===== src/rtl/rgbnv_pkg.sv =====
// ----------------------------------------------------------------------------
// rgbnv_pkg
// Shared types, constants and arithmetic helpers of the RGB to NV12 converter.
// ----------------------------------------------------------------------------
`timescale 1ns / 1ps
`default_nettype none

package rgbnv_pkg;

  localparam int DEF_MAX_WIDTH = 2048;
  localparam int WIDTH_W       = 12;
  localparam int HEIGHT_W      = 13;
  localparam int ROW_W         = 12;
  localparam int ROW_LIMIT     = 4096;
  localparam int CFG_IDX_W     = 2;
  localparam int CFG_DATA_W    = 13;
  localparam int SUM_W         = 9;

  localparam logic [WIDTH_W-1:0]  WIDTH_RESET  = 12'd1280;
  localparam logic [HEIGHT_W-1:0] HEIGHT_RESET = 13'd640;

  typedef enum logic [CFG_IDX_W-1:0] {
    CFG_FRAME_WIDTH  = 2'd0,
    CFG_FRAME_HEIGHT = 2'd1
  } cfg_reg_t;

  typedef struct packed {
    logic [7:0] red;
    logic [7:0] green;
    logic [7:0] blue;
  } in_item_t;

  typedef struct packed {
    logic [7:0] luma;
    logic       chroma_valid;
    logic [7:0] cb_value;
    logic [7:0] cr_value;
    logic       end_of_frame;
  } out_item_t;

  typedef struct packed {
    logic [SUM_W-1:0] r;
    logic [SUM_W-1:0] g;
    logic [SUM_W-1:0] b;
  } pair_sum_t;

  typedef struct packed {
    logic line_wr;
    logic line_rd;
    logic eof;
  } raster_ctl_t;

  function automatic logic [7:0] luma_of(input in_item_t p);
    logic [15:0] acc;
    acc = 16'(16'd77 * 16'(p.red)) + 16'(16'd150 * 16'(p.green))
        + 16'(16'd29 * 16'(p.blue));
    return acc[15:8];
  endfunction

  function automatic logic [7:0] avg4(input logic [SUM_W-1:0] a,
                                      input logic [SUM_W-1:0] b);
    logic [SUM_W:0] s;
    s = {1'b0, a} + {1'b0, b};
    return s[SUM_W:2];
  endfunction

  function automatic logic signed [16:0] cb_sum(input logic [7:0] ar,
                                                input logic [7:0] ag,
                                                input logic [7:0] ab);
    logic signed [17:0] t;
    t = -(18'sd43 * $signed({10'b0, ar})) - (18'sd85 * $signed({10'b0, ag}))
        + (18'sd128 * $signed({10'b0, ab}));
    return 17'(t);
  endfunction

  function automatic logic signed [16:0] cr_sum(input logic [7:0] ar,
                                                input logic [7:0] ag,
                                                input logic [7:0] ab);
    logic signed [17:0] t;
    t = (18'sd128 * $signed({10'b0, ar})) - (18'sd107 * $signed({10'b0, ag}))
        - (18'sd21 * $signed({10'b0, ab}));
    return 17'(t);
  endfunction

  // floor(t / 256) + 128, clamped to a byte
  function automatic logic [7:0] to_byte(input logic signed [16:0] t);
    logic signed [16:0] sh;
    logic signed [9:0]  v;
    sh = t >>> 8;
    v  = 10'(sh) + 10'sd128;
    if (v < 10'sd0) begin
      return 8'd0;
    end else if (v > 10'sd255) begin
      return 8'd255;
    end else begin
      return v[7:0];
    end
  endfunction

endpackage

`default_nettype wire


===== src/rtl/rgbnv_raster.sv =====
// ----------------------------------------------------------------------------
// rgbnv_raster
// Column/row tracking, left pixel hold, pair sums, luma and line buffer control.
// ----------------------------------------------------------------------------
`timescale 1ns / 1ps
`default_nettype none

module rgbnv_raster #(
  parameter int MAX_WIDTH = rgbnv_pkg::DEF_MAX_WIDTH,
  parameter int AW        = 10
) (
  input  wire logic                            clk,
  input  wire logic                            rst_n,
  input  wire logic                            accept,
  input  wire rgbnv_pkg::in_item_t             pix,
  input  wire logic [rgbnv_pkg::WIDTH_W-1:0]   row_pixels,
  input  wire logic [rgbnv_pkg::HEIGHT_W-1:0]  frame_rows,
  output logic [7:0]                           luma,
  output rgbnv_pkg::pair_sum_t                 pair_sum,
  output logic [AW-1:0]                        line_addr,
  output rgbnv_pkg::raster_ctl_t               ctl
);
  import rgbnv_pkg::*;

  localparam int CW = (MAX_WIDTH > 2) ? $clog2(MAX_WIDTH) : 1;
  localparam int WW = (CW + 1 > WIDTH_W) ? CW + 1 : WIDTH_W;

  logic [CW-1:0]    col_r, col_nxt;
  logic [ROW_W-1:0] row_r, row_nxt;
  in_item_t         left_r, left_nxt;

  logic [WW-1:0]       w_ext, w_eff;
  logic [HEIGHT_W-1:0] h_eff;
  logic                row_end, frame_end, odd_col, odd_row;

  always_comb begin
    w_ext = WW'(row_pixels);
    if (w_ext > WW'(MAX_WIDTH)) begin
      w_eff = WW'(MAX_WIDTH);
    end else if (w_ext == '0) begin
      w_eff = WW'(1);
    end else begin
      w_eff = w_ext;
    end
    if (frame_rows > HEIGHT_W'(ROW_LIMIT)) begin
      h_eff = HEIGHT_W'(ROW_LIMIT);
    end else if (frame_rows == '0) begin
      h_eff = HEIGHT_W'(1);
    end else begin
      h_eff = frame_rows;
    end
  end

  assign odd_col   = col_r[0];
  assign odd_row   = row_r[0];
  assign row_end   = (WW'(col_r) + WW'(1)) >= w_eff;
  assign frame_end = row_end && ((HEIGHT_W'(row_r) + HEIGHT_W'(1)) >= h_eff);

  assign luma       = luma_of(pix);
  assign pair_sum.r = SUM_W'(left_r.red)   + SUM_W'(pix.red);
  assign pair_sum.g = SUM_W'(left_r.green) + SUM_W'(pix.green);
  assign pair_sum.b = SUM_W'(left_r.blue)  + SUM_W'(pix.blue);
  assign line_addr  = AW'(col_r >> 1);

  assign ctl.line_wr = odd_col && !odd_row;
  assign ctl.line_rd = odd_col && odd_row;
  assign ctl.eof     = frame_end;

  always_comb begin
    col_nxt  = col_r;
    row_nxt  = row_r;
    left_nxt = left_r;
    if (accept) begin
      if (!odd_col) begin
        left_nxt = pix;
      end
      if (row_end) begin
        col_nxt = '0;
        row_nxt = frame_end ? '0 : row_r + ROW_W'(1);
      end else begin
        col_nxt = col_r + CW'(1);
      end
    end
  end

  always_ff @(posedge clk) begin
    if (!rst_n) begin
      col_r  <= '0;
      row_r  <= '0;
      left_r <= '0;
    end else begin
      col_r  <= col_nxt;
      row_r  <= row_nxt;
      left_r <= left_nxt;
    end
  end

endmodule

`default_nettype wire


===== config.mk =====
export PLATFORM = sky130hd
export DESIGN_NAME = rgbnv_raster
export DESIGN_NICKNAME = d
export VERILOG_FILES = /design/src/rtl/rgbnv_pkg.sv /design/src/rtl/rgbnv_raster.sv
export SDC_FILE = /design/constraint.sdc
export NUM_CORES = 1
export LEC_CHECK = 0
export ABC_AREA = 1
export BUFFER_PORTS_ARGS = -buffer_cell sky130_fd_sc_hd__buf_4
export CORE_UTILIZATION = 25
export DETAILED_ROUTE_END_ITERATION = 7
export PLACE_DENSITY = 0.5
export SYNTH_ARGS = -nofsm -noshare
export SYNTH_HDL_FRONTEND = slang
export SYNTH_SLANG_ARGS = --single-unit

===== constraint.sdc =====
create_clock -name clk -period 11.85 [get_ports clk]
set_clock_uncertainty 0.05 [all_clocks]
set_input_delay 0.5925 -clock clk [delete_from_list [all_inputs] [get_ports clk]]
set_output_delay 0.5925 -clock clk [all_outputs]
set_load 0.01 [all_outputs]

After elaboration in Yosys (flattened, before gate mapping) --
Index checks and enable logic that the tools add are counted.
Word-level totals: register bits after elaboration 47, logic and storage cells 36, input port bits 52, output and inout bits 48
Cells by class: $mul 3, reductions and logical operators 8, mux-type cells 6, bitwise gates (word level) 1, magnitude comparators 4, $add $sub $neg 9
Operators with widths (count):
- $mux 12 | 3
- $mul 7x8->15 const A | 2
- $add 8x8->9 | 3
- $mux 13 | 2
- $add 15x16->16 | 1
- $add 16x13->16 | 1
- $add 12x1->13 const B | 1
- $ge 13x13->1 | 1
- $gt 13x13->1 const B | 1
- $logic_not 13->1 | 1
- $mul 5x8->13 const A | 1
- $add 11x1->12 const B | 1
- $add 12x1->12 const B | 1
- $ge 12x12->1 | 1
- $gt 12x12->1 const B | 1
- $logic_not 12->1 | 1
- $add 11x1->11 const B | 1
- $mux 11 | 1
- $reduce_and 2->1 | 2
- $logic_and 1x1->1 | 3
- $logic_not 1->1 | 1
- $not 1->1 | 1

Depth between registers and ports, before layout --
word-level depth 6, depth in mapped cells 26, gate-level depth less buffers 26

Worst setup path before layout --
Ideal clock, no wire load.
kind input port to output port, start point input pix[11] (netlist bit), end point output luma[7], cell stages on the path 25, path slack 5189 ps, required time 11208 ps, arrival time 6018 ps, path buffers 0, cells stage by stage ha_1 > ha_1 > ha_1 > inv_1 > fa_1 > inv_1 > ha_1 > a21oi_1 > a21boi_0 > xnor2_1 > fa_1 > fa_1 > inv_1 > fa_1 > fa_1 > inv_1 > ha_1 > a21oi_1 > o21ai_0 > nand2_1 > nand3_1 > a21o_1 > inv_1 > nand2_1 > nand2_1
On the way: word-level cells in the longest chain between the ends 3
RTL lines:
- start, declared | line rgbnv_raster.sv:15 | input wire rgbnv_pkg::in_item_t pix,
- $mul 7x8->15 | line rgbnv_pkg.sv:55 | acc = 16'(16'd77 * 16'(p.red)) + 16'(16'd150 * 16'(p.green))
- $add 15x16->16 | line rgbnv_pkg.sv:55
- $add 16x13->16 | line rgbnv_pkg.sv:56 | + 16'(16'd29 * 16'(p.blue));
- end, declared | line rgbnv_raster.sv:18 | output logic [7:0] luma,
No other way between the ends.

Worst setup path in the final report --
Same ends and word-level chain as after synthesis.

==> flow_summary.json <==
{
  "antenna_found_initial": 0,
  "grt_start_max_net_pins": 34,
  "htreeDepth": 2,
  "drcViolationCount": 0,
  "clock.fmax_mhz": 137,
  "clock-sinks": 47,
  "wl_per_cell_um": 12.7,
  "critical_path.max_fanout": 6,
  "place.gp.congestion": 0.833,
  "yosys_register_bits": 47,
  "synthTopCellsByArea": "ha_1, fa_1, dfxtp_1, nand2_1, inv_1",
  "ir_drop_v": 0.000414,
  "slowest_delay_ns": 0.54,
  "numPortBuffers": 99,
  "wl_um": 17900,
  "synthToLayoutAreaGrowth_pct": 17.5,
  "stdcell_area_um2": 8390,
  "tns_ns": 0,
  "holdBufCountCts": 0,
  "critical_path_depth": 27,
  "drv_cap": 0,
  "synth.distinct_cells": 33,
  "slew_violations": 0,
  "slowest_stage": "fa_1",
  "die_h_um": 171,
  "worst_setup_path_start_kind": "input pin",
  "endpoint_kind": "output port",
  "status": "finished clean",
  "yosys_warnings": 0,
  "grt_pass1_wl_um": 29500,
  "cp.required_ns": 11.21,
  "yosysSeqAreaShare_pct": 13.2,
  "synth.top_cells.by_count": "nand2_1, inv_1, ha_1",
  "crit_arrival_ns": 6.68,
  "rows": 61,
  "diodes": 0,
  "crit_type": "in -> out",
  "post_drt_via_cell_ratio": 4.32,
  "power_density_nw_per_um2": 275,
  "dr.pass1.iters": 4,
  "post_cts_buffers": 0,
  "avgSynthCellArea_um2": 7.53,
  "grt_use_total_pct": 12.6,
  "clk_latency_ns": 0.29,
  "setup_viol_count_final": 0,
  "seqCellArea_um2": 941,
  "finalCriticalPeriod_ns": 7.32,
  "path_delay_family": "adder cells",
  "async_reset_ff_share_pct": 0,
  "slew_headroom_pct": 65.3,
  "yosysTopAreaCellShare_pct": 23.7,
  "grt_pass1_vias": 5953,
  "synth_top_area_cell": "ha_1",
  "synth.most_common_cell": "nand2_1",
  "min_path_cells": 2,
  "clk_pin_slew_worst_paths_ns": 0.07,
  "synth_nets": 1193,
  "core_area_um2": 27900,
  "syn_area_um2": 7140,
  "root_buffer": "clkbuf_16",
  "fp.dieW_um": 171,
  "cts_tree": "done",
  "initial_core_util_pct": 25.6,
  "synthCells": 948,
  "hold_path.class": "reg -> reg",
  "leakagePower_nw": 4.34,
  "hpwl_um": 15100,
  "vias": 6105,
  "tightest_slew_ns": 0.520,
  "worstRegToRegCells": 18,
  "timing.final.crit_share_pct": 61.8,
  "synthFlopType": "dfxtp_1",
  "cts_buffer_depth": 2,
  "cts-buffers-inserted": 5,
  "overflow": 0,
  "instances_no_fill": 1414,
  "fin_nets": 1280,
  "place_area_um2": 8250,
  "ant_nets": 0,
  "die_area_um2": 29200,
  "path_buf_inv": 7,
  "drt_iter0_markers": 218,
  "hold_viol_final": 0,
  "multi_input_area_um2": 5460,
  "io-pin-count": 100,
  "dp_cells": 1406,
  "rsz0062_at_grt": "no",
  "drive_above_1_share_pct": 12.1,
  "cts_resized": 0,
  "nFillCells": 3095,
  "synth-edff-count": 0
}
==> registers in the layout, indices dropped and copies added (netlist names) <==
| register | cells |
|---|---|
| row_r | 12 |
| col_r | 11 |
| left_r | 24 |
==> worst register-to-register path: cells and delay by family (launching register included) <==
family / cells / cell delay [ns]
compound gates: 1 / 0.23
fa+ha+maj: 1 / 0.28
buf+inv: 2 / 0.27
flops: 1 / 0.49
simple gates: 14 / 1.58
==> power by group <==
part           leakage (nW)  switching, mW  internal [mW]
sequential            0.385        0.00490          0.165
clock                0.0669         0.0650         0.0782
combinational          3.89           1.11          0.881
==> metal layers <==
layer | track usage [%] | vias up | part of all wire [%]
met5 | 0 | - | 0
met1 | 17.4 | 2786 | 49
met3 | 2.01 | 13 | 4.2
li1 | - | 3213 | -
met4 | 2.21 | 0 | 0.95
met2 | 20.8 | 93 | 45
==> cell type report <==
cell class / instances / share of cell area [%]
Tap cell: 378 / 5.64
Timing Repair Buffer: 100 / 8.95
Clock buffer: 6 / 1.54
Multi-Input combinational cell: 714 / 65.0
Sequential cell: 47 / 11.2
Inverter: 167 / 7.47
Clock inverter: 2 / 0.149
==> cells by family (layout without fill, tap and decap cells) <==
logic type	after synthesis	in the layout	synth area share [%]
flip-flops	47	47	13.2
AND/OR/NAND/NOR	336	336	20.0
adder cells (fa/ha/maj)	193	193	39.9
AO/OA/AOI/OAI	135	135	10.3
buffers and inverters	187	275	10.4
XOR/XNOR	50	50	6.13
==> layout by cell type (no fill, tap or decap), types with 10 or more instances in the layout <==
| cell type | n |
|---|---|
| inv_1 | 165 |
| dfxtp_1 | 47 |
| nand2_1 | 191 |
| nand3_1 | 42 |
| o21ai_0 | 39 |
| fa_1 | 58 |
| nor2_1 | 66 |
| ha_1 | 135 |
| a21oi_1 | 72 |
| o211ai_1 | 10 |
| buf_4 | 100 |
| xnor2_1 | 20 |
| xor2_1 | 30 |
==> stage by stage <==
stage | utilization (%) | hold slack [ns] | total power, mW | setup WS (ns)
floorplan | - | 0.398 | 1.52 | 5.19
global placement | 29.5 | 0.417 | 2.19 | 4.67
finish | 30.0 | 0.430 | 2.31 | 4.53
detailed placement | 29.5 | 0.424 | 2.19 | 4.55
CTS | 30.0 | 0.433 | 2.36 | 4.53
global route | 30.0 | 0.459 | 2.60 | 4.14
==> worst paths after layout <==
check,start,end,slack [ns]
setup reg to reg,col_r[0],row_r[7],8.92
hold reg to reg,row_r[1],row_r[1],0.43
hold / removal,row_r[1],row_r[1],0.43
setup / recovery,pix[11],luma[7],4.53
Note: power is estimated with default switching activity, not from simulation.
